--- src/mp3s2_pkg.sv ---
// ----------------------------------------------------------------------------
// mp3s2_pkg: shared types and constants of the 3x3 stride-2 max pool
// field widths, register indexes, reset values and the op classification
// ----------------------------------------------------------------------------
package mp3s2_pkg;

   // fixed field widths
   localparam int SAMPLE_W        = 16;
   localparam int HALF_WIDTH_W    = 7;
   localparam int HALF_HEIGHT_W   = 11;
   localparam int CHANNEL_COUNT_W = 7;
   localparam int ROW_W           = 11;

   // largest half height in use
   localparam logic [HALF_HEIGHT_W-1:0] HALF_HEIGHT_HIGH = 11'd1024;

   // register port
   localparam int CSR_INDEX_W = 2;
   localparam int CSR_DATA_W  = 11;

   localparam logic [CSR_INDEX_W-1:0] CSR_HALF_WIDTH    = 2'd0;
   localparam logic [CSR_INDEX_W-1:0] CSR_HALF_HEIGHT   = 2'd1;
   localparam logic [CSR_INDEX_W-1:0] CSR_CHANNEL_COUNT = 2'd2;

   localparam logic [HALF_WIDTH_W-1:0]    HALF_WIDTH_RESET    = 7'd56;
   localparam logic [HALF_HEIGHT_W-1:0]   HALF_HEIGHT_RESET   = 11'd56;
   localparam logic [CHANNEL_COUNT_W-1:0] CHANNEL_COUNT_RESET = 7'd64;

   // queue between front and back
   localparam int QUEUE_DEPTH = 2;

   // where a word sits in the frame
   typedef struct packed {
      logic col_odd;
      logic col_zero;
      logic row_odd;
      logic row_zero;
      logic last;
   } op_flags_type;

endpackage

--- src/mp3s2_queue.sv ---
// ----------------------------------------------------------------------------
// mp3s2_queue: short queue between front and back
// two entries; a full queue refuses a push even as it pops, else push and pop in the same cycle
// ----------------------------------------------------------------------------
module mp3s2_queue #(
   parameter int WIDTH = 8
) (
   input  logic                                             clock,
   input  logic                                             reset,
   input  logic                                             in_valid,
   output logic                                             in_ready,
   input  logic [WIDTH-1:0]                                 in_data,
   output logic                                             out_valid,
   input  logic                                             out_ready,
   output logic [WIDTH-1:0]                                 out_data,
   output logic [$clog2(mp3s2_pkg::QUEUE_DEPTH + 1)-1:0]    count
);

   localparam int DEPTH = mp3s2_pkg::QUEUE_DEPTH;
   localparam int PTR_W = (DEPTH > 1) ? $clog2(DEPTH) : 1;
   localparam int CNT_W = $clog2(DEPTH + 1);

   logic [WIDTH-1:0] slots_ff [DEPTH];
   logic [PTR_W-1:0] wr_ptr_ff, wr_ptr_in;
   logic [PTR_W-1:0] rd_ptr_ff, rd_ptr_in;
   logic [CNT_W-1:0] count_ff, count_in;
   logic             push, pop;

   assign in_ready  = (count_ff != CNT_W'(DEPTH));
   assign out_valid = (count_ff != '0);
   assign out_data  = slots_ff[rd_ptr_ff];
   assign count     = count_ff;

   assign push = in_valid && in_ready;
   assign pop  = out_valid && out_ready;

   always_comb begin
      wr_ptr_in = wr_ptr_ff;
      rd_ptr_in = rd_ptr_ff;
      if (push)
         wr_ptr_in = (wr_ptr_ff == PTR_W'(DEPTH - 1)) ? '0 : wr_ptr_ff + PTR_W'(1);
      if (pop)
         rd_ptr_in = (rd_ptr_ff == PTR_W'(DEPTH - 1)) ? '0 : rd_ptr_ff + PTR_W'(1);
      count_in = count_ff + CNT_W'(push) - CNT_W'(pop);
   end

   always_ff @(posedge clock) begin
      if (push)
         slots_ff[wr_ptr_ff] <= in_data;
   end

   always_ff @(posedge clock) begin
      if (reset) begin
         wr_ptr_ff <= '0;
         rd_ptr_ff <= '0;
         count_ff  <= '0;
      end else begin
         wr_ptr_ff <= wr_ptr_in;
         rd_ptr_ff <= rd_ptr_in;
         count_ff  <= count_in;
      end
   end

endmodule

--- config.mk ---
export PLATFORM = sky130hd
export DESIGN_NAME = mp3s2_queue
export DESIGN_NICKNAME = d
export VERILOG_FILES = /design/src/mp3s2_pkg.sv /design/src/mp3s2_queue.sv
export SDC_FILE = /design/constraint.sdc
export NUM_CORES = 1
export LEC_CHECK = 0
export BUFFER_PORTS_ARGS = -buffer_cell sky130_fd_sc_hd__buf_4
export CAP_MARGIN = 30
export CORE_ASPECT_RATIO = 1.1
export CORE_MARGIN = 4
export CORE_UTILIZATION = 50
export CTS_BUF_LIST = sky130_fd_sc_hd__clkbuf_8
export DETAILED_ROUTE_END_ITERATION = 8
export GPL_TIMING_DRIVEN = 0
export MAX_ROUTING_LAYER = met4
export PLACE_DENSITY = 0.75
export RECOVER_POWER = 25
export SLEW_MARGIN = 25
export SYNTH_ARGS = -nofsm -noshare
export SYNTH_HDL_FRONTEND = slang
export SYNTH_SLANG_ARGS = --single-unit
--- constraint.sdc ---
create_clock -name clock -period 2.7 [get_ports clock]
set_clock_uncertainty 0.15 [all_clocks]
set_input_delay 0.135 -clock clock [delete_from_list [all_inputs] [get_ports clock]]
set_output_delay 0.135 -clock clock [all_outputs]
set_load 0.03 [all_outputs]
Word-level counts from Yosys, hierarchy flattened:

Memories as Yosys holds them, arrays and structs flattened. A register that Yosys moved wholly into a read port is not among the register bits.
Cells that the tools add are included.
Widths: inputs -> output; s select.

* flip-flop bits (word level): 4
* memory bits (writable): 16
* bits of input ports: 12
* output and inout bits: 12
* logic and storage cells: 18
* memories: 1

* add/subtract/negate cells: 4
* equality and inequality tests: 1
* mux-type cells: 6
* reductions and logical operators: 3

Memory list
* slots_ff: words 2, width 8, read ports 1, clocked after Yosys merged registers in 1, wr ports 1, RTL line mp3s2_queue.sv:23 `logic [WIDTH-1:0] slots_ff [DEPTH];`

Operator list (number)
* $mux 1: 6
* $add 1x1->1 const B: 2
* $add 2x1->2: 1
* $logic_and 1x1->1: 2
* $ne 2x2->1 const B: 1
* $reduce_bool 2->1: 1
* $sub 2x1->2: 1

Depth between registers and ports, before layout:

* depth in word-level cells: 4
* gate-level depth with buffers: 6
* gate-level depth less buffers: 6

Least setup slack after synthesis:

OpenSTA, ideal clock, no wires.

* path type: register -> register
* start point: register count_ff[1] (netlist: count[1])
* end point: register count_ff[1] (netlist: count[1])
* setup time: 126 ps
* arrival time: 1669 ps
* data required time: 2424 ps
* slack: 755 ps
* cell stages (with the launch flop): 7
* buffers on the path: 0
* period minus slack after synthesis: 1945 ps
* cells stage by stage: dfxtp_1 -> nand2b_2 -> a21oi_1 -> a311oi_1 -> ha_1 -> nor4_1 -> nor3_2

* cells in the longest elaborated chain, start to end: 4
* elaborated cells between the ends (all ways): 6
* those cells by class: add/sub (2); eq/ne (1); reduce/logical (3)

Ends and longest elaborated chain
* start: declaration: RTL line mp3s2_queue.sv:26 `logic [CNT_W-1:0] count_ff, count_in;`
* start signal: assignment: RTL line mp3s2_queue.sv:60 `count_ff <= count_in;`
* $ne 2x2->1: RTL line mp3s2_queue.sv:29 `assign in_ready = (count_ff != CNT_W'(DEPTH));`
* via in_ready: RTL line mp3s2_queue.sv:11 `output logic in_ready,`
* $logic_and 1x1->1: RTL line mp3s2_queue.sv:34 `assign push = in_valid && in_ready;`
* $add 2x1->2: RTL line mp3s2_queue.sv:44 `count_in = count_ff + CNT_W'(push) - CNT_W'(pop);`
* $sub 2x1->2: RTL line mp3s2_queue.sv:44

The timed path passes the listed nets, and every way through them passes these cells.
A chain may end at the register's enable or synchronous reset.

Worst setup path after layout:

* start point: register count_ff[0] (netlist: count[0])
* end point: register count_ff[1] (netlist: count[1])

* cells in the longest elaborated chain, start to end: 4
* elaborated cells between the ends (all ways): 6
* those cells by class: add/sub (2); eq/ne (1); reduce/logical (3)

Ends and longest elaborated chain (RTL line)
* $ne 2x2->1: mp3s2_queue.sv:29
* $logic_and 1x1->1: mp3s2_queue.sv:34
* $add 2x1->2: mp3s2_queue.sv:44
* $sub 2x1->2 (*): mp3s2_queue.sv:44

Every way passes the cells marked *; elsewhere a longest branch is shown, timed or not.

==> impl_metrics.toml <==
[outcome]
status = "complete, no violations"

[synth]
synth_fp_nets = 65
synth_edf_count = 16
syn_area_um2 = 841
synth_ff_type = "edfxtp_1"
synth_warnings = 0
syn_inst = 52
async_flop_share_pct = 0
ys_types = 22
synth.avg_cell_area_um2 = 16.2
yosysSeqAreaShare_pct = 69.0
ys_ff_latch = 21

[placement]
io_buffers = 23
dp_slack_ns = 0.991
dp_hpwl_um = 1040
dp.cells = 92
gp_congestion = 0.646

[cts]
cts_buffer_depth = 2
cts_resized = 0
clock_latency_ns = 0.26
cts_tree = "built"
cts-htree-levels = 1
cts_buffers = 3
cts_num_sinks = 21
root_buffer = "clkbuf_8"
clk_pin_slew_ns = 0.07

[global_routing]
track_usage_pct = 13.8
antenna_found_initial = 0
grt_pass1_vias = 563
grt_overflow_total = 0
grt_pass1_wl_um = 2290
grt_start_max_net_pins = 13

[route]
routed_wl_um = 1430
firstDrtPassIters = 4
route.detailed.drc = 0
wl_per_cell_um = 13.7
drt_iter0_drc = 13
vias = 547
ant_nets = 0
viasPerCell = 5.21

[sta]
layout_setup_ws_ns = 0.985
slew_viol_final = 0
tns_ns = 0
tightest_slew_ns = 0.320
setup_violations = 0
slew_headroom_pct = 78.6
period_share_pct = 63.5
fmax_mhz = 583
post-route-min-period_ns = 1.71
rsz0062_at_grt = "no"
hold_viol = 0
hold_slack_ns = 0.0638

[power_and_ir_drop]
power_density_nw_per_um2 = 801
leakage_nw = 0.460
vdd_drop_max_uv = 465

[setup_path]
reg2reg_depth = 6
crit_type = "reg2reg"
crit_fanout = 8
start_kind = "register"
cp.required_ns = 2.69
endpoint_kind = "register"
arrival_ns = 1.71

[worst_hold_path]
min_path_type = "in2reg"
hold_depth = 3

[cells_and_area]
drive_gt1_share_pct = 46.6
antennaDiodeCount = 0
regArea_um2 = 581
fin_nets = 102
fin_util_pct = 74.0
fillers = 108
area_delta_synth_final_pct = 38.8
multiInputGateArea_um2 = 251
finalNonFillerCells = 105

[floorplan]
start_util_pct = 53.3
die_y_um = 51.0
die_w_um = 47.1
ios = 24
fp.dieArea_um2 = 2400
rows = 15
core_area_um2 = 1580

[flow_run]
drv_cap = 0
-- final cells by class --
type	count	area share (%)
sequential	21	49.7
timing repair buffer	32	22.2
multi-input combinational	29	21.5
clock buffer	3	3.54
tap	17	1.82
clock inverter	1	0.429
buffer	1	0.429
inverter	1	0.322
-- logic make-up after synthesis --
logic type / count (synthesis) / synth area share [%]
multiplexers: 8 / 10.7
AO/OA/AOI/OAI: 6 / 5.06
adder cells (fa/ha/maj): 1 / 1.49
buffers and inverters: 2 / 1.04
AND/OR/NAND/NOR: 13 / 11.6
XOR/XNOR: 1 / 1.04
flip-flops: 21 / 69.0
-- placed cells by master (no fill, tap or decap) --
cell           Yosys  routed
a21bo_1            1       1
dlygate4sd3_1      0       9
clkbuf_4           0       5
edfxtp_1          16      16
nor2_1             3       3
clkbuf_1           0       1
inv_1              1       1
nand3b_1           1       1
o21ai_1            1       1
o31a_1             1       1
nor4_1             1       1
mux2_2             8       8
dfxtp_1            5       5
or2_2              1       1
clkinv_2           0       1
buf_4              0      17
a21oi_1            2       2
ha_1               1       1
buf_2              1       1
nor3_2             1       1
xor2_1             1       1
nor2b_1            2       2
nor4bb_2           1       1
clkbuf_8           0       3
nand2b_2           1       1
and3_4             1       1
and3_2             1       1
a311oi_1           1       1
-- sequential cells by signal (all words and copies together), names as in the netlist, named ones only --
| register | flops |
|---|---|
| slots_ff | 16 |
| count | 2 |
| rd_ptr_ff | 1 |
| wr_ptr_ff | 1 |
-- cell usage after synthesis, drive strengths merged (2+ instances only) --
cell     n  area share (%)
edfxtp  16              57
mux2     8              11
dfxtp    5              12
nor2     3             1.3
a21oi    2             1.2
and3     2             2.2
nor2b    2             1.5
-- report_power, final --
part | internal (W) | switching [W] | total [W]
combinational | 0.000143 | 0.000176 | 0.000319
clock | 0.000103 | 0.0000959 | 0.000198
sequential | 0.000393 | 0.0000244 | 0.000417
total | 0.000638 | 0.000297 | 0.000935
-- repair_timing --
item	CTS	global route
setup endpoints to repair	0	0
buffers inserted	0	0
hold endpoints to repair	21	0
hold buffers	9	0
-- path summary, 6_finish.rpt --
check                                from   endpoint  slack [ns]
worst min-delay path             in_valid  wr_ptr_ff        0.06
worst max register to register   count[0]   count[1]        0.99
worst min register to register  rd_ptr_ff   register        0.40
worst max-delay path             count[0]   count[1]        0.99
-- metal layers --
metal | vias to the layer above | part of all wire [%] | wire [um] | track usage [%]
li1 | 268 | - | - | -
met1 | 253 | 42 | 603 | 14.5
met2 | 20 | 50 | 712 | 24.0
met3 | 6 | 6.1 | 87 | 2.11
met4 | 0 | 2.1 | 30 | 6.91
met5 | - | 0 | 0 | -
-- critical path, stage by stage (launching register included) --
cell	delay, ns
dfxtp_1	0.37
or2_2	0.32
nor2_1	0.09
a311oi_1	0.05
ha_1	0.21
nor4_1	0.33
nor3_2	0.08
-- through the flow --
stage          area (um^2)  power (W)
2_1_floorplan          841   0.000630
3_3_place_gp          1030   0.000730
3_5_place_dp          1030   0.000738
4_1_cts               1170   0.000943
5_1_grt               1170   0.000986
6_report              1170   0.000935
(Power assumes the default switching activity.)
