$ cat src/mp3s2_pkg.sv
// ----------------------------------------------------------------------------
// mp3s2_pkg: shared types and constants of the 3x3 stride-2 max pool
// field widths, register indexes, reset values and the op classification
// ----------------------------------------------------------------------------
package mp3s2_pkg;

   // fixed field widths
   localparam int SAMPLE_W        = 16;
   localparam int HALF_WIDTH_W    = 7;
   localparam int HALF_HEIGHT_W   = 11;
   localparam int CHANNEL_COUNT_W = 7;
   localparam int ROW_W           = 11;

   // largest half height in use
   localparam logic [HALF_HEIGHT_W-1:0] HALF_HEIGHT_HIGH = 11'd1024;

   // register port
   localparam int CSR_INDEX_W = 2;
   localparam int CSR_DATA_W  = 11;

   localparam logic [CSR_INDEX_W-1:0] CSR_HALF_WIDTH    = 2'd0;
   localparam logic [CSR_INDEX_W-1:0] CSR_HALF_HEIGHT   = 2'd1;
   localparam logic [CSR_INDEX_W-1:0] CSR_CHANNEL_COUNT = 2'd2;

   localparam logic [HALF_WIDTH_W-1:0]    HALF_WIDTH_RESET    = 7'd56;
   localparam logic [HALF_HEIGHT_W-1:0]   HALF_HEIGHT_RESET   = 11'd56;
   localparam logic [CHANNEL_COUNT_W-1:0] CHANNEL_COUNT_RESET = 7'd64;

   // queue between front and back
   localparam int QUEUE_DEPTH = 2;

   // where a word sits in the frame
   typedef struct packed {
      logic col_odd;
      logic col_zero;
      logic row_odd;
      logic row_zero;
      logic last;
   } op_flags_type;

endpackage

$ cat src/mp3s2_front.sv
// ----------------------------------------------------------------------------
// mp3s2_front: position tracking and word classification
// walks channel, column and row counters and tags each word for the back end
// ----------------------------------------------------------------------------
module mp3s2_front #(
   parameter int MAX_HALF_WIDTH = 64,
   parameter int MAX_CHANNELS   = 64
) (
   input  logic                                     clock,
   input  logic                                     reset,
   input  logic [mp3s2_pkg::HALF_WIDTH_W-1:0]       half_width,
   input  logic [mp3s2_pkg::HALF_HEIGHT_W-1:0]      half_height,
   input  logic [mp3s2_pkg::CHANNEL_COUNT_W-1:0]    channel_count,
   input  logic                                     in_valid,
   output logic                                     in_ready,
   input  logic signed [mp3s2_pkg::SAMPLE_W-1:0]    in_sample,
   output logic                                     op_valid,
   input  logic                                     op_ready,
   output logic signed [mp3s2_pkg::SAMPLE_W-1:0]    op_sample,
   output logic [((MAX_CHANNELS > 1) ? $clog2(MAX_CHANNELS) : 1)-1:0] op_chan,
   output logic [(((MAX_HALF_WIDTH * MAX_CHANNELS) > 1) ?
                  $clog2(MAX_HALF_WIDTH * MAX_CHANNELS) : 1)-1:0] op_band,
   output mp3s2_pkg::op_flags_type                  op_flags
);

   localparam int CH_W       = (MAX_CHANNELS > 1) ? $clog2(MAX_CHANNELS) : 1;
   localparam int COL_W      = $clog2(2 * MAX_HALF_WIDTH);
   localparam int HALF_W     = (MAX_HALF_WIDTH > 1) ? $clog2(MAX_HALF_WIDTH) : 1;
   localparam int BAND_DEPTH = MAX_HALF_WIDTH * MAX_CHANNELS;
   localparam int BAND_AW    = (BAND_DEPTH > 1) ? $clog2(BAND_DEPTH) : 1;
   localparam int ROW_W      = mp3s2_pkg::ROW_W;

   logic [CH_W-1:0]  chan_pos_ff, chan_pos_in;
   logic [COL_W-1:0] col_pos_ff, col_pos_in;
   logic [ROW_W-1:0] row_pos_ff, row_pos_in;

   logic [CH_W-1:0]  last_ch;
   logic [COL_W-1:0] last_col;
   logic [ROW_W-1:0] last_row;
   logic [7:0]       width_x2m1;
   logic [11:0]      height_x2m1;
   logic [HALF_W-1:0] col_half;
   logic             chan_wrap, col_wrap, row_wrap;
   logic             accept;

   // zero acts as one, too large acts as the bound
   assign width_x2m1  = {half_width, 1'b0} - 8'd1;
   assign height_x2m1 = {half_height, 1'b0} - 12'd1;

   always_comb begin
      if (channel_count == '0)
         last_ch = '0;
      else if (32'(channel_count) > MAX_CHANNELS)
         last_ch = CH_W'(MAX_CHANNELS - 1);
      else
         last_ch = CH_W'(channel_count - 7'd1);

      if (half_width == '0)
         last_col = COL_W'(1);
      else if (32'(half_width) > MAX_HALF_WIDTH)
         last_col = COL_W'(2 * MAX_HALF_WIDTH - 1);
      else
         last_col = COL_W'(width_x2m1);

      if (half_height == '0)
         last_row = ROW_W'(1);
      else if (half_height > mp3s2_pkg::HALF_HEIGHT_HIGH)
         last_row = '1;
      else
         last_row = ROW_W'(height_x2m1);
   end

   assign chan_wrap = chan_pos_ff >= last_ch;
   assign col_wrap  = col_pos_ff >= last_col;
   assign row_wrap  = row_pos_ff >= last_row;

   assign accept   = in_valid && op_ready;
   assign in_ready = op_ready;
   assign op_valid = in_valid;

   assign op_sample = in_sample;
   assign op_chan   = chan_pos_ff;
   assign col_half  = HALF_W'(col_pos_ff >> 1);
   assign op_band   = BAND_AW'(col_half) * BAND_AW'(MAX_CHANNELS) + BAND_AW'(chan_pos_ff);

   assign op_flags.col_odd  = col_pos_ff[0];
   assign op_flags.col_zero = (col_pos_ff == '0);
   assign op_flags.row_odd  = row_pos_ff[0];
   assign op_flags.row_zero = (row_pos_ff == '0);
   assign op_flags.last     = chan_wrap && col_wrap && row_wrap;

   always_comb begin
      chan_pos_in = chan_pos_ff;
      col_pos_in  = col_pos_ff;
      row_pos_in  = row_pos_ff;
      if (accept) begin
         if (chan_wrap) begin
            chan_pos_in = '0;
            if (col_wrap) begin
               col_pos_in = '0;
               row_pos_in = row_wrap ? '0 : row_pos_ff + ROW_W'(1);
            end else begin
               col_pos_in = col_pos_ff + COL_W'(1);
            end
         end else begin
            chan_pos_in = chan_pos_ff + CH_W'(1);
         end
      end
   end

   always_ff @(posedge clock) begin
      if (reset) begin
         chan_pos_ff <= '0;
         col_pos_ff  <= '0;
         row_pos_ff  <= '0;
      end else begin
         chan_pos_ff <= chan_pos_in;
         col_pos_ff  <= col_pos_in;
         row_pos_ff  <= row_pos_in;
      end
   end

endmodule

$ cat config.mk
export PLATFORM = sky130hd
export DESIGN_NAME = mp3s2_front
export DESIGN_NICKNAME = d
export VERILOG_FILES = /design/src/mp3s2_pkg.sv /design/src/mp3s2_front.sv
export SDC_FILE = /design/constraint.sdc
export NUM_CORES = 1
export LEC_CHECK = 0
export ABC_AREA = 1
export BUFFER_PORTS_ARGS = -buffer_cell sky130_fd_sc_hd__buf_2
export CAP_MARGIN = 20
export CORE_UTILIZATION = 45
export DETAILED_ROUTE_END_ITERATION = 10
export GPL_ROUTABILITY_DRIVEN = 0
export PLACE_DENSITY = 0.72
export SYNTH_ARGS = -nofsm -noshare
export SYNTH_HDL_FRONTEND = slang
export SYNTH_SLANG_ARGS = --single-unit
$ cat constraint.sdc
create_clock -name clock -period 3.1 [get_ports clock]
set_input_delay 0.31 -clock clock [delete_from_list [all_inputs] [get_ports clock]]
set_output_delay 0.31 -clock clock [all_outputs]
set_load 0.01 [all_outputs]
== After elaboration in Yosys (flattened, before gate mapping) ==
Index checks and enable logic that the tools add are counted.

* Flip-flop bits (word level): 24
* Bits in latches: 0
* Memory bits (writable): 0
* ROM bits: 0
* Input bits: 45
* Logic and storage cells: 35
* Memories: 0

* Add/subtract/negate cells: 7
* Multiply operators: 0
* Divide/modulo/power cells: 0
* $lt $le $gt $ge: 6
* Equality and inequality tests: 0
* Shift operators: 0
* Multiplexer cells: 9
* Bitwise operators: 0
* Reduce and logical (&&, ||, !) cells: 10

{| class="wikitable"
|+ Operators by type and width
! operator !! number
|-
| $mux 11 || 3
|-
| $logic_not 11->1 || 2
|-
| $logic_not 7->1 || 3
|-
| $mux 7 || 3
|-
| $mux 6 || 3
|-
| $gt 7x7->1 const B || 2
|-
| $add 12x6->12 || 1
|-
| $add 11x1->11 const B || 1
|-
| $ge 11x11->1 || 1
|-
| $gt 11x11->1 const B || 1
|-
| $sub 11x1->11 const B || 1
|-
| $add 7x1->7 const B || 1
|-
| $ge 7x7->1 || 1
|-
| $sub 7x1->7 const B || 1
|-
| $add 6x1->6 const B || 1
|-
| $ge 6x6->1 || 1
|-
| $sub 6x1->6 const B || 1
|-
| $logic_and 1x1->1 || 3
|-
| $reduce_and 3->1 || 1
|-
| $reduce_and 2->1 || 1
|}

== Depth between registers and ports, before layout ==
Gate-level depths: netlist of the first run.

* Word-level depth: 6
* Depth in mapped cells: 22
* Gate-level depth less buffers: 22

== Least setup slack after synthesis of the first run ==
No wires, ideal clock.

* Path type: input to output
* Start: input port half_height[0] in the netlist's numbering
* End: output port op_flags[0] in the netlist's numbering
* Arrival time: 2.119 ns
* Data required time: 2.790 ns
* Setup slack: 0.671 ns
* Cell stages on the path: 15
* Buffers on the path: 0
* Cells stage by stage: inv_1 > ha_1 > nand3_1 > nor2_1 > a31oi_1 > inv_1 > nand2_1 > o21ai_0 > ha_1 > nand2_1 > nor2_1 > nand3_1 > nand3_2 > nand2_1 > nor2_1

{| class="wikitable"
|+ RTL lines
! element !! line !! RTL
|-
| from (decl) || mp3s2_front.sv:12 || <nowiki>input logic [mp3s2_pkg::HALF_HEIGHT_W-1:0] half_height,</nowiki>
|-
| to (decl) || mp3s2_front.sv:23 || <nowiki>output mp3s2_pkg::op_flags_type op_flags</nowiki>
|}

==> results.py, run 1 <==
metrics = {
    "sta": {
        "finalMaxSlewViolations": 0,
        "finalCritPeriodShare_pct": 90.19,
        "setup_viol": 0,
        "hold_violations": 0,
        "fin_crit_ns": 2.796,
        "fin_setup_tns_ns": 0,
        "worst_slew_pin_slew_ns": 0.3608,
        "relSlewSlack_pct": 75.91,
        "timing.fmax_ghz": 0.3577,
        "finClkSkew_ns": 0.003239,
        "rsz0062_at_grt": "no",
    },
    "final_layout": {
        "layout_common_cells": "nand2_1, inv_1, buf_2",
        "design_area_um2": 2959,
        "drive_gt1_share_pct": 17.79,
        "final_cells": 533,
        "syn_to_final_growth_pct": 9.137,
        "layout.nets": 539,
        "utilization_pct": 52.45,
        "final_common_cell": "nand2_1",
        "diodes": 0,
        "fill_cells": 594,
    },
    "clock_network": {
        "max-clock-path-buffers": 2,
        "clk_pin_slew_worst_paths_ns": 0.09,
        "numCtsBuffers": 3,
        "clkLatencyLatePin_ns": 0.27,
        "cts-resized-gates": 0,
        "cts_tree": "built",
        "htreeDepth": 1,
        "clock_sinks": 24,
        "hold_buffers": 0,
        "ctsRootBufferMaster": "clkbuf_8",
        "postCtsSetupBuffers": 0,
    },
    "synth": {
        "syn_nets": 506,
        "synth_area_um2": 2711,
        "synth_seq_cells": 24,
        "avgSynthCellArea_um2": 6.320,
        "synth-seq-area-share_pct": 17.72,
        "yosys_most_used_dff": "dfxtp_1",
        "synth_cell_types": 33,
        "synth_edf_count": 0,
        "syn_inst": 429,
        "synth.largest_area_cell": "dfxtp_1",
        "yosys.area.top_type_share_pct": 17.72,
        "synthTopCellsByArea": "dfxtp_1, nand2_1, ha_1, inv_1, buf_4",
        "async_flop_share_pct": 0,
        "yosys_warnings": 0,
    },
    "power": {
        "p_leak_nw": 1.582,
        "power_density_nw_per_um2": 240.9,
        "ir_drop_uv": 181.7,
    },
    "worst_hold_path": {
        "hp-class": "in2reg",
        "hold_depth": 2,
    },
    "global_routing": {
        "antenna_found_initial": 0,
        "grt_pass1_vias": 2322,
        "gr-usage-all-layers_pct": 18.85,
        "grt_max_degree": 15,
        "grt_pass1_wl_um": 9735,
        "grt_overflow": 0,
    },
    "drt": {
        "routed-via-count": 2611,
        "drtIter0Drc": 127,
        "drc": 0,
        "avgRoutedWirePerCell_um": 10.60,
        "vias_per_cell": 4.899,
        "wirelength_um": 5649,
        "ant_nets": 0,
        "dr.pass1.iters": 4,
    },
    "floorplan": {
        "io-pin-count": 86,
        "core_area_um2": 5642,
        "die_w_um": 79.62,
        "die_y_um": 79.62,
        "die_area_um2": 6339,
        "rows": 27,
        "start_util_pct": 48.06,
    },
    "placed_design": {
        "hpwl_um": 4586,
        "io_buffers": 53,
        "placed_area_um2": 2883,
        "dpl.cell_count": 529,
    },
    "setup_path": {
        "path_max_fanout": 4,
        "worstSetupStartpoint": "half_width[0]",
        "r2r_setup_slack_ns": 1.28,
        "crit_path_end": "op_flags[0]",
        "critPathCaptureType": "output port",
        "required_ns": 2.79,
        "worstRegToRegCells": 11,
        "r2r_end": "col_pos_ff[3]$_SDFFE_PP0P_",
        "crit_arrival_ns": 2.49,
        "crit_type": "in2out",
        "r2r_start": "op_chan[0]$_SDFFE_PP0P_",
        "start_kind": "input port",
    },
    "outcome": {
        "status": "complete, no violations",
    },
    "job": {
        "drv_cap": 0,
    },
}
## flip-flops by register name, indices dropped and copies added (netlist names)
signal and cells:
col_pos_ff 7, op_chan 6, row_pos_ff 11
## how the worst min path moves through the flow
stage | start | to | slack [ns]
2_1_floorplan | row_pos_ff[10]$_SDFFE_PP0P_ | row_pos_ff[10]$_SDFFE_PP0P_ | 0.48
3_3_place_gp | op_chan[0]$_SDFFE_PP0P_ | op_chan[0]$_SDFFE_PP0P_ | 0.50
3_5_place_dp | op_chan[0]$_SDFFE_PP0P_ | op_chan[0]$_SDFFE_PP0P_ | 0.52
4_1_cts | reset | row_pos_ff[6]$_SDFFE_PP0P_ | 0.31
5_1_grt | reset | row_pos_ff[6]$_SDFFE_PP0P_ | 0.31
6_report | reset | row_pos_ff[6]$_SDFFE_PP0P_ | 0.31
## final cells by class
cell class	instances	area, um^2	share of cell area [%]
multi-input cells	308	1778	60.08
clock inverters	1	30.03	1.015
repair buffers	54	272.8	9.218
inverters	71	266.5	9.006
clock buffers	3	41.29	1.395
flip-flops and latches	24	480.5	16.24
well taps	72	90.09	3.044
## cell families (layout without fill, tap and decap cells)
| kind of cell | count (synthesis) | after routing | share of synthesized area, % |
|---|---|---|---|
| simple gates | 212 | 212 | 35.35 |
| flops | 24 | 24 | 17.72 |
| fa+ha+maj | 32 | 32 | 14.77 |
| buf+inv | 97 | 129 | 16.89 |
| xor+xnor | 15 | 15 | 4.846 |
| compound gates | 49 | 49 | 10.43 |
## metrics by stage
step	hold slack, ns	power, mW	setup slack (ns)
after floorplan	0.4756	0.4209	0.6708
after global placement	0.5041	0.4370	0.3496
after detailed placement	0.5223	0.4408	0.2431
after CTS	0.3080	0.7185	0.2423
after global routing	0.3094	0.7515	0.06950
final	0.3073	0.7128	0.3040
## cell usage after synthesis (8+ instances only)
master and instances:
nand3_1 24, xor2_1 9, a21oi_1 13, nand2_1 107
nor2_1 45, o21ai_0 24, ha_1 32, nor3_1 8
inv_1 71, dfxtp_1 24, buf_4 25
## layer usage
metal	global-route usage [%]	share of wire, %	wire length [um]	vias up
met5	0	0	0	-
met4	4.000	0.39	22	0
met3	2.400	4.6	259	3
met2	34.02	48	2697	61
met1	23.59	47	2669	1149
li1	-	-	-	1398
## worst max-delay path: stages
cell and delay [ns]:
buf_2 0.10, inv_1 0.07, ha_1 0.16, inv_1 0.04, nor2_1 0.12, nand2_1 0.06
inv_1 0.08, nand2_1 0.08, nor2_1 0.10, nor2_1 0.08, o21ai_0 0.20, ha_1 0.29
a21oi_1 0.25, nand2_1 0.10, a21oi_2 0.22, nor2_1 0.08, buf_2 0.14
## where the power goes
part | switching (mW) | leakage, nW | internal [mW]
clock network | 0.106 | 0.0357 | 0.173
registers | 0.00259 | 0.194 | 0.310
logic | 0.0714 | 1.35 | 0.0496
total | 0.180 | 1.58 | 0.532
No activity file was read; power rests on OpenSTA's default activity.
==> inputs of run 2 (changes only) <==
CORE_MARGIN = 10   (was not set)
MAX_ROUTING_LAYER = met4   (was not set)
==> results.py, run 2 (synthesis results as in run 1) <==
metrics = {
    "outcome": {
        "status": "complete, no violations",
    },
    "drt": {
        "avgRoutedWirePerCell_um": 11.54,
        "dr_wl_met3_um": 316,
        "wl_met1_um": 2808,
        "vias_per_cell": 4.987,
        "met2_length_um": 3013,
        "dr.pass1.iters": 4,
        "ant_nets": 0,
        "routed-via-count": 2673,
        "topRoutingLayerUsed": "met4",
        "drc": 0,
        "drtIter0Drc": 109,
        "wirelength_um": 6187,
    },
    "sta": {
        "timing.fmax_ghz": 0.3559,
        "worst_slew_pin_slew_ns": 0.3736,
        "relSlewSlack_pct": 74.90,
        "setup_viol": 0,
        "finalMaxSlewViolations": 0,
        "hold_violations": 0,
        "fin_crit_ns": 2.810,
        "finalCritPeriodShare_pct": 90.63,
        "fin_setup_tns_ns": 0,
        "finClkSkew_ns": 0.005322,
        "rsz0062_at_grt": "no",
        "whs_ns": 0.3354,
    },
    "floorplan": {
        "core_area_um2": 5886,
        "rows": 28,
        "io-pin-count": 86,
        "start_util_pct": 46.07,
        "die_area_um2": 9530,
        "die_w_um": 97.62,
        "die_y_um": 97.62,
    },
    "power": {
        "power.share.clock_pct": 32.5,
        "ir_drop_uv": 156.1,
        "swShare_pct": 26.64,
        "p_int_mw": 0.4730,
        "p_leak_nw": 1.575,
        "power_density_nw_per_um2": 218.8,
        "seq_power_share_pct": 48.4,
        "comb_power_share_pct": 19.1,
        "p_sw_mw": 0.1718,
    },
    "setup_path": {
        "crit_arrival_ns": 2.50,
        "start_kind": "input port",
        "crit_type": "in2out",
        "path_max_fanout": 8,
        "worstRegToRegCells": 12,
        "required_ns": 2.79,
        "critPathCaptureType": "output port",
    },
    "final_layout": {
        "top_register": "row_pos_ff",
        "layout.nets": 539,
        "final_common_cell": "nand2_1",
        "layout_common_cells": "nand2_1, inv_1, buf_2",
        "fill_cells": 603,
        "diodes": 0,
        "syn_to_final_growth_pct": 8.676,
        "drive_gt1_share_pct": 17.79,
        "largest_reg_flops": 11,
    },
    "clock_network": {
        "max-clock-path-buffers": 2,
        "htreeDepth": 1,
        "numCtsBuffers": 3,
        "postCtsSetupBuffers": 0,
        "clkLatencyLatePin_ns": 0.27,
        "clock_sinks": 24,
        "cts-resized-gates": 0,
        "hold_buffers": 0,
        "ctsRootBufferMaster": "clkbuf_8",
        "cts_tree": "built",
        "clk_pin_slew_worst_paths_ns": 0.08,
    },
    "worst_hold_path": {
        "hp-class": "in2reg",
        "hold_depth": 2,
    },
    "global_routing": {
        "grt_pass1_wl_um": 10650,
        "grt_overflow": 0,
        "gr-usage-all-layers_pct": 12.80,
        "grt_pass1_vias": 2530,
        "antenna_found_initial": 0,
        "grt_max_degree": 14,
    },
    "placed_design": {
        "hpwl_um": 5188,
        "io_buffers": 53,
    },
    "job": {
        "drv_cap": 0,
    },
}
-- run 2: worst max-delay path, cell delays in order --
cell and delay [ns]:
buf_2 0.09, inv_1 0.10, ha_1 0.20, nand2_1 0.06, nor2_1 0.14, inv_1 0.07, nor2_1 0.13, nand2_1 0.08
xnor2_1 0.15, o21ai_0 0.11, ha_1 0.29, nand2_1 0.04, nor2_1 0.11, nand3_1 0.12, nand3_2 0.16, nand2_1 0.08
nor2_1 0.09, buf_2 0.14
-- run 2: final timing paths --
check                                                  from                          end  slack (ns)
worst max-delay path                         half_height[0]                  op_flags[0]        0.29
worst max register to register   row_pos_ff[5]$_SDFFE_PP0P_   row_pos_ff[4]$_SDFFE_PP0P_        1.28
worst min register to register  row_pos_ff[10]$_SDFFE_PP0P_  row_pos_ff[10]$_SDFFE_PP0P_        0.52
worst min-delay path                                  reset   row_pos_ff[6]$_SDFFE_PP0P_        0.34
-- run 2: area by class of cell --
| type | count | area [um^2] | share of cell area (%) |
|---|---|---|---|
| multi-input cells | 308 | 1778 | 60.34 |
| flip-flops and latches | 24 | 480.5 | 16.31 |
| repair buffers | 54 | 272.8 | 9.257 |
| inverters | 71 | 266.5 | 9.045 |
| well taps | 75 | 93.84 | 3.185 |
| clock buffers | 4 | 55.05 | 1.868 |
-- run 2: metal layers --
metal | GRT usage (%) | up-vias
li1 | - | 1402
met1 | 15.19 | 1200
met2 | 21.36 | 66
met3 | 2.987 | 5
met4 | 2.908 | 0
met5 | - | -
-- run 2: through the flow --
stage | total power [mW] | worst slack (ns) | util, % | cells | instance area, um^2
CTS | 0.6518 | 0.2718 | 49.98 | 536 | 2942
floorplan | 0.4209 | 0.6708 | - | 429 | 2711
finish | 0.6448 | 0.2904 | 50.06 | 536 | 2947
detailed placement | 0.4433 | 0.2714 | 49.04 | 532 | 2887
global route | 0.6876 | 0.04761 | 50.06 | 536 | 2947
global placement | 0.4393 | 0.3060 | 49.04 | 532 | 2887
-- run 2: power by group through the flow --
| stage | clock network (mW) | logic, mW | registers [mW] |
|---|---|---|---|
| after floorplan | 0 | 0.101 | 0.320 |
| after global placement | 0 | 0.119 | 0.320 |
| after detailed placement | 0 | 0.124 | 0.320 |
| after CTS | 0.215 | 0.124 | 0.312 |
| after global routing | 0.231 | 0.144 | 0.313 |
| final | 0.209 | 0.123 | 0.312 |
